### config.mk
export PLATFORM = sky130hd
export DESIGN_NAME = ipa_ram
export DESIGN_NICKNAME = d
export VERILOG_FILES = /design/src/rtl/ipa_ram.sv
export SDC_FILE = /design/constraint.sdc
export NUM_CORES = 1
export LEC_CHECK = 0
export ABC_AREA = 1
export BUFFER_PORTS_ARGS = -buffer_cell sky130_fd_sc_hd__clkbuf_2
export CORE_UTILIZATION = 30
export CTS_CLUSTER_SIZE = 40
export DETAILED_ROUTE_END_ITERATION = 6
export SETUP_SLACK_MARGIN = 0.5
export SLEW_MARGIN = 20
export SYNTH_ARGS = -nofsm -noshare
export SYNTH_HDL_FRONTEND = slang
export SYNTH_SLANG_ARGS = --single-unit
### constraint.sdc
create_clock -name clk -period 1.7 [get_ports clk]
set_input_delay 0.51 -clock clk [delete_from_list [all_inputs] [get_ports clk]]
set_output_delay 0.51 -clock clk [all_outputs]
set_load 0.02 [all_outputs]
### src/rtl/ipa_ram.sv
module ipa_ram #(
  parameter int WIDTH = 8,
  parameter int DEPTH = 16,
  parameter int AW    = (DEPTH > 1) ? $clog2(DEPTH) : 1
) (
  input  logic             clk,
  input  logic             we,
  input  logic [AW-1:0]    waddr,
  input  logic [WIDTH-1:0] wdata,
  input  logic             re,
  input  logic [AW-1:0]    raddr,
  output logic [WIDTH-1:0] rdata
);

  logic [WIDTH-1:0] mem [DEPTH];

  always_ff @(posedge clk) begin
    if (we) begin
      mem[waddr] <= wdata;
    end
    // hold read data until the next read
    if (re) begin
      rdata <= mem[raddr];
    end
  end

endmodule

==> impl_metrics.ini, run 1 <==
[logic_synthesis]
synth_cell_types = 11
yosysSeqAreaShare_pct = 69.8
synth_cells = 551
avgSynthCellArea_um2 = 10.6
synth.yosys.warnings = 0
synth_area_leader_cell = edfxtp_1
netlist_top_cells_area = edfxtp_1 (70%), nand2_1 (11%), nand3_1 (8.3%)
syn_nets = 570
synth_top_area_share_pct = 69.8
synth-seq-cells = 136
netlist_area_um2 = 5850

[power_and_ir_drop]
powerDensity_nw_per_um2 = 1040
clock_power_share_pct = 44.0
p_comb_share_pct = 8.5
ir_worst_vdd_mv = 0.767
p_total_uw = 8030
seqPwrFrac_pct = 47.4
power.leakage_uw = 0.00319
p_int_uw = 6290
switchingPower_uw = 1740
swShare_pct = 21.6

[setup_path]
start_kind = register
cp_max_fo = 1
cp.required_ns = 1.19
worstPathArrival_ns = 1.03
cp_cell_sequence = buf_6
cp_num_buf_inv = 1
worstSetupPathType = reg -> out
end_kind = primary output
cp_top_family = flip-flops
cpPeakStageDelay_ns = 0.44
cpMaxStageDelayCell = edfxtp_1

[global_routing]
grt_pass1_wl_um = 22100
grt_antenna_before_repair = 0
grt_usage_pct = 15.3
grt_start_max_net_pins = 33
overflow = 0
grt_pass1_vias = 3883

[final_layout]
syn2layout_area_growth_pct = 31.6
drive_gt1_share_pct = 25.6
final_cell_mix = nand2_1 (136), edfxtp_1 (136), inv_1 (97)
fin_area_um2 = 7690
fill_cells = 1837
num-nets-final = 620
final_cells = 873
antenna_cells = 0

[timing]
slew_headroom_pct = 71.5
rsz0062_at_grt = true
period_needed_ns = 1.54
finClkSkew_ns = 0.00563
finalCritPeriodShare_pct = 90.6
slew_viol_final = 0
fin_ws_ns = 0.160
fmax_mhz = 649
timing.final.hold_violations = 0
tns_ns = 0
tightest_slew_ns = 0.427
setup_viol = 0

[route]
viasPerCell = 4.56
wirelength_um = 14700
postRouteAntennaNets = 0
vias = 3978
drtPass1Iterations = 5
drc = 0
wl_per_cell_um = 16.8
drt_iter0_markers = 307

[clock_tree]
cts_hold_buf = 0
htreeDepth = 4
clk_pin_slew_worst_paths_ns = 0.06
cts_tree = built
cts_made_buffers = 17
cts.sink_count = 136
cts-root-buf = clkbuf_16
clockBufferDepth = 2
worstSkewPairLatency_ns = 0.42

[floorplanning]
dieHeight_um = 142
std_cell_rows = 50
dieArea_um2 = 20100
core_area_um2 = 18900
start_util_pct = 30.9
ioPinCount = 27
die_w_um = 142

[run]
maxCapViolCount = 0

[placed_design]
place_congestion = 0.783
port-buffer-count = 26
dp_worst_setup_slack_ns = -0.106
dpl.hpwl_um = 8730
placed_area_um2 = 6680
dp.cells = 834

[run_status]
status = completed

[worst_hold_path]
hold_path.class = in -> reg
-- cell usage after synthesis --
master	instances
buf_1	1
buf_2	13
buf_4	4
buf_6	6
edfxtp_1	136
inv_1	100
inv_2	2
nand2_1	173
nand3_1	97
nand3b_1	2
nor2_1	17
-- worst paths after layout --
check / from / slack [ns] / endpoint / cells after the start
setup reg to reg: mem[0][0] / 0.54 / rdata[0] / 6
hold / removal: re / 0.51 / rdata[7] / 1
hold reg to reg: mem[11][6] / 0.77 / rdata[6] / 6
setup / recovery: rdata[2] / 0.16 / rdata[2] / 1
-- routing by layer --
metal  global-route usage, %  wire length (um)
met1                    21.2              6700
met2                    23.2              6750
met3                    2.80               879
met4                    7.36               344
met5                       0                 0
-- kinds of logic (layout without fill, tap and decap cells) --
| logic type | count (synthesis) | count (layout) | synth area share [%] |
|---|---|---|---|
| simple gates | 289 | 289 | 20.8 |
| flops | 136 | 136 | 69.8 |
| buf+inv | 126 | 188 | 9.39 |
-- stage by stage --
stage               util, %  hold slack [ns]
floorplan                 -            0.609
finish                 40.7            0.514
global placement       35.4            0.734
detailed placement     35.4            0.742
CTS                    39.6            0.516
global route           40.7            0.510
-- cell type report --
class | count | area (um2) | area share, %
Inverter | 102 | 414 | 5.38
Clock buffer | 17 | 425 | 5.53
Timing Repair Buffer | 55 | 779 | 10.1
Tap cell | 260 | 325 | 4.23
Sequential cell | 136 | 4080 | 53.1
Clock inverter | 14 | 139 | 1.81
Multi-Input combinational cell | 289 | 1530 | 19.8
-- flip-flops by register name, summed over array words and instances, names as in the netlist --
signal and count:
rdata 8, mem 128
-- repair_timing --
item / in CTS / in global routing
cloned: 3 / 2
setup endpoints to repair: 16 / 56
pin swaps: 5 / 17
gates resized for setup: 26 / 59
setup buffers: 3 / 0
-- power groups by stage --
stage	clock, uW	combinational [uW]	sequential (uW)
CTS	3560	631	3800
floorplan	0	318	3890
global placement	0	555	3870
global route	3700	737	3810
finish	3540	686	3810
detailed placement	0	560	3870
Note: power is estimated with default switching activity, not from simulation.
==> inputs of run 2 (changes only) <==
--- a/config.mk
+++ b/config.mk
@@ -5,12 +5,13 @@
 export SDC_FILE = /design/constraint.sdc
 export NUM_CORES = 1
 export LEC_CHECK = 0
-export ABC_AREA = 1
 export BUFFER_PORTS_ARGS = -buffer_cell sky130_fd_sc_hd__clkbuf_2
 export CORE_UTILIZATION = 30
 export CTS_CLUSTER_SIZE = 40
 export DETAILED_ROUTE_END_ITERATION = 6
+export GPL_TIMING_DRIVEN = 0
 export SETUP_SLACK_MARGIN = 0.5
+export SKIP_LAST_GASP = 1
 export SLEW_MARGIN = 20
 export SYNTH_ARGS = -nofsm -noshare
 export SYNTH_HDL_FRONTEND = slang
==> impl_metrics.ini, run 2 <==
[logic_synthesis]
syn_nets = 248
synth.yosys.warnings = 0
yosysSeqAreaShare_pct = 78.1
synth_area_leader_cell = edfxtp_1
synth_edf_count = 136
netlist_area_um2 = 5230
netlist_top_cells_area = edfxtp_1 (78%), mux4_2 (7.8%), mux4_1 (7.0%)
synth_cell_types = 18
synth_cells = 229
synthTopCellsByCount = edfxtp_1 (136), mux4_2 (18), a22oi_1 (16)
synth-seq-cells = 136
synth_top_area_share_pct = 78.1
avgSynthCellArea_um2 = 22.8
ys.flop_type = edfxtp_1
async_reset_ff_share_pct = 0
yosysMostFrequentCell = edfxtp_1

[setup_path]
cpPeakStageDelay_ns = 0.42
cp_cell_sequence = buf_6
cp.required_ns = 1.19
cp_top_family = flip-flops
cpMaxStageDelayCell = edfxtp_1
cp_max_fo = 1
worstSetupPathType = reg -> out
worstPathArrival_ns = 1.00
start_kind = register
end_kind = primary output
cp_num_buf_inv = 1

[global_routing]
grt_pass1_vias = 2714
use_met1_pct = 16.8
grt_start_max_net_pins = 17
met3_usage_pct = 4.01
grt.busiest_layer = met2
grt_antenna_before_repair = 0
grt_usage_pct = 13.1
overflow = 0
met2_usage_pct = 20.1
grt_pass1_wl_um = 16000

[route]
drtPass1Iterations = 5
viasPerCell = 4.80
postRouteAntennaNets = 0
vias = 2514
drt_iter0_markers = 163
drc = 0
wl_per_cell_um = 20.1
wirelength_um = 10600

[placed_design]
place_congestion = 0.686
port-buffer-count = 25
dpl.hpwl_um = 6590
placed_area_um2 = 5780

[timing]
finalCritPeriodShare_pct = 88.7
fmax_mhz = 663
hold_ws_ns = 0.497
tightest_slew_ns = 0.583
setup_viol = 0
rsz0062_at_grt = true
tns_ns = 0
finClkSkew_ns = 0.00701
slew_viol_final = 0
timing.final.hold_violations = 0
period_needed_ns = 1.51
slew_headroom_pct = 61.1

[final_layout]
layout_commonest_cell = edfxtp_1
num-nets-final = 313
drive_gt1_share_pct = 47.0
fill_cells = 1511
fin_area_um2 = 6800
syn2layout_area_growth_pct = 30.1
top_regs = mem (128), rdata (8)
antenna_cells = 0
largest_reg_flops = 128
final_cell_mix = edfxtp_1 (136), mux4_2 (32), clkbuf_16 (17)
top_register = mem

[power_and_ir_drop]
p_total_uw = 7320
power.leakage_uw = 0.00218
powerDensity_nw_per_um2 = 1080
ir_worst_vdd_mv = 0.747

[floorplanning]
die_w_um = 134
start_util_pct = 31.1
std_cell_rows = 47
dieArea_um2 = 18000
dieHeight_um = 134
core_area_um2 = 16800
ioPinCount = 27

[clock_tree]
cts.sink_count = 136
htreeDepth = 4
cts_made_buffers = 17
cts_tree = built
clockBufferDepth = 2
clk_pin_slew_worst_paths_ns = 0.06
cts_hold_buf = 0
worstSkewPairLatency_ns = 0.42
cts-root-buf = clkbuf_16

[run_status]
status = completed

[worst_hold_path]
hold_path.class = in -> reg

[run]
maxCapViolCount = 0
run 2: changes by cell type in the layout (fill, tap and decap cells not counted), sizes merged, moves of 2 or more:
cell           delta
clkinv            -2
mux4             +32
clkinvlp          -2
bufinv            -3
a22oi            +16
inv             -100
nand2           -164
nand3            -96
nand2b            +2
nor3              +4
nor2              -4
buf               +2
clkdlybuf4s25     +3
run 2: worst paths after layout:
path                                 start  endpoint  slack [ns]  depth (start not counted)
worst max register to register   mem[3][4]  rdata[4]        0.27                          3
worst min-delay path                    re  rdata[6]        0.50                          1
worst min register to register  mem[15][6]  rdata[6]        0.75                          3
worst max-delay path              rdata[3]  rdata[3]        0.19                          1
run 2: metrics by stage:
stage | util [%] | setup slack, ns | cells
3_5_place_dp | 34.4 | -0.301 | 474
5_1_grt | 40.4 | 0.162 | 524
3_3_place_gp | 34.4 | -0.302 | 474
2_1_floorplan | - | -0.0104 | 229
6_report | 40.4 | 0.192 | 524
4_1_cts | 40.1 | 0.165 | 524
run 2: power breakdown:
group	internal (uW)	switching, uW	leakage [uW]
clock network	1790	1210	0.000234
logic	249	269	0.000714
registers	3780	20.3	0.00124
run 2: repair_timing:
item,4_1_cts,5_1_grt
pin swaps,19,5
gates cloned,3,0
gates resized for setup,24,30
setup buffers,18,0
endpoints found under the setup margin,144,128
hold endpoints to repair,0,0
run 2: area by class of cell:
type                            instances  area, um2  share of cell area, %
Clock buffer                           20        437                   6.42
Tap cell                              220        275                   4.05
Sequential cell                       136       4080                   60.1
Timing Repair Buffer                   46        586                   8.61
Multi-Input combinational cell         83       1240                   18.2
Clock inverter                          9       37.5                  0.552
Buffer                                 10        140                   2.06
run 2: cells by family after synthesis:
kind of cell           Yosys count  share of synthesized area, %
AO/OA/AOI/OAI                   16                          2.30
buffers and inverters           10                          1.65
flip-flops                     136                          78.1
multiplexers                    32                          14.8
AND/OR/NAND/NOR                 35                          3.14
run 2: routing by layer:
metal / vias up / share of wire, %
met5: - / 0
met4: 0 / 2.0
met3: 16 / 7.4
met2: 82 / 48
met1: 1312 / 42
li1: 1104 / -
==> inputs of run 3 (changes only) <==
--- a/config.mk
+++ b/config.mk
@@ -10,6 +10,7 @@
 export CTS_CLUSTER_SIZE = 40
 export DETAILED_ROUTE_END_ITERATION = 6
 export GPL_TIMING_DRIVEN = 0
+export PLACE_DENSITY = 0.52
 export SETUP_SLACK_MARGIN = 0.5
 export SKIP_LAST_GASP = 1
 export SLEW_MARGIN = 20
==> constraint.sdc (replaced) <==
create_clock -name clk -period 1.65 [get_ports clk]
set_input_delay 0.495 -clock clk [delete_from_list [all_inputs] [get_ports clk]]
set_output_delay 0.495 -clock clk [all_outputs]
set_load 0.02 [all_outputs]
==> impl_metrics.ini, run 3 (synthesis gave the netlist of run 2 again) <==
[setup_path]
cp_max_fo = 1
cpPeakStageDelay_ns = 0.43
cp_num_buf_inv = 1
cp.required_ns = 1.15
end_kind = primary output
rr_worst_depth = 3
worstSetupPathType = reg -> out
rr_startpoint = mem[11][0]
cp_top_family = flip-flops
worstPathArrival_ns = 0.99
cp_cell_sequence = buf_6
reg2reg_to = rdata[0]
start_kind = register
reg2reg_setup_slack_ns = 0.25
cpMaxStageDelayCell = edfxtp_1

[route]
viasPerCell = 4.77
wirelength_um = 11100
postRouteAntennaNets = 0
drtPass1Iterations = 7
drc = 0
wl_per_cell_um = 21.0
drt_iter0_markers = 353
vias = 2523

[final_layout]
top_register = mem
final_cells = 529
num-nets-final = 316
final_cell_mix = edfxtp_1 (136), mux4_2 (32), buf_12 (18)
drive_gt1_share_pct = 49.8
layout_commonest_cell = edfxtp_1
largest_reg_flops = 128
top_regs = mem (128), rdata (8)
antenna_cells = 0
syn2layout_area_growth_pct = 32.3

[placed_design]
dpl.hpwl_um = 6870
dp.cells = 474
port-buffer-count = 25
place_congestion = 0.672

[clock_tree]
clk_pin_slew_worst_paths_ns = 0.06
htreeDepth = 4
cts_hold_buf = 0
worstSkewPairLatency_ns = 0.41
cts_tree = built
cts-root-buf = clkbuf_16
cts_made_buffers = 17
cts.sink_count = 136
clockBufferDepth = 2

[timing]
finalCritPeriodShare_pct = 90.2
tns_ns = 0
setup_viol = 0
slew_viol_final = 0
timing.final.hold_violations = 0
rsz0062_at_grt = true
tightest_slew_ns = 0.667
finClkSkew_ns = 0.00623
period_needed_ns = 1.49
fmax_mhz = 672
slew_headroom_pct = 55.5

[global_routing]
overflow = 0
grt_start_max_net_pins = 17
grt_usage_pct = 13.7
grt_antenna_before_repair = 0
grt_pass1_vias = 2688
grt_pass1_wl_um = 16900

[worst_hold_path]
hold_path_depth = 1
hold_path.class = in -> reg
worstHoldEndpoint = rdata[0]
min_from = re

[floorplanning]
dieArea_um2 = 18000
dieHeight_um = 134
start_util_pct = 31.1
std_cell_rows = 47
core_area_um2 = 16800
die_w_um = 134
ioPinCount = 27

[run]
maxCapViolCount = 0

[run_status]
status = completed

[power_and_ir_drop]
powerDensity_nw_per_um2 = 1150
ir_worst_vdd_mv = 0.757
power.leakage_uw = 0.00223
-- run 3: changes by cell type in the layout (fill, tap and decap cells not counted), sizes merged --
| cell | delta |
|---|---|
| clkbuf | -1 |
| clkinvlp | +2 |
| buf | +4 |
| clkinv | -2 |
| bufinv | +2 |
-- run 3: final cells by class --
cell class	count	area [um2]
Buffer	10	140
Clock buffer	20	437
Clock inverter	11	108
Fill cell	1512	9900
Multi-Input combinational cell	83	1250
Sequential cell	136	4080
Tap cell	220	275
Timing Repair Buffer	49	624
-- run 3: how the worst max path moves through the flow --
stage	from	end	slack (ns)	cells past startpoint
global route	rdata[3]	rdata[3]	0.12	1
finish	rdata[6]	rdata[6]	0.16	1
global placement	waddr[2]	mem[0][1]	-0.36	3
detailed placement	waddr[3]	mem[4][7]	-0.36	3
floorplan	raddr[0]	rdata[1]	-0.05	5
CTS	rdata[3]	rdata[3]	0.11	1
-- run 3: repair_timing --
item,CTS,global route
setup endpoints to repair,144,136
cloned,3,0
pin swaps,16,18
gates resized for setup,32,20
setup buffers,16,5
-- run 3: power breakdown --
part | internal [uW] | total [uW] | switching [uW]
sequential | 3900 | 3920 | 21.0
combinational | 261 | 549 | 288
clock | 2180 | 3480 | 1300
total | 6340 | 7950 | 1610
-- run 3: layer usage --
layer	vias to the layer above	track usage (%)	share of wire, %
met3	10	4.91	8.1
li1	1108	-	-
met2	79	21.2	48
met5	-	0	0
met1	1326	18.1	43
met4	0	4.17	0.88
-- run 3: through the flow --
step | utilization, % | instance area (um2) | setup slack, ns | power [uW] | hold slack (ns)
6_report | 41.1 | 6920 | 0.161 | 7950 | 0.505
5_1_grt | 41.1 | 6920 | 0.118 | 8220 | 0.491
4_1_cts | 40.3 | 6780 | 0.113 | 8010 | 0.481
3_5_place_dp | 34.4 | 5780 | -0.361 | 4420 | 0.755
3_3_place_gp | 34.4 | 5780 | -0.359 | 4410 | 0.754
2_1_floorplan | - | 5380 | -0.0454 | 4240 | 0.594
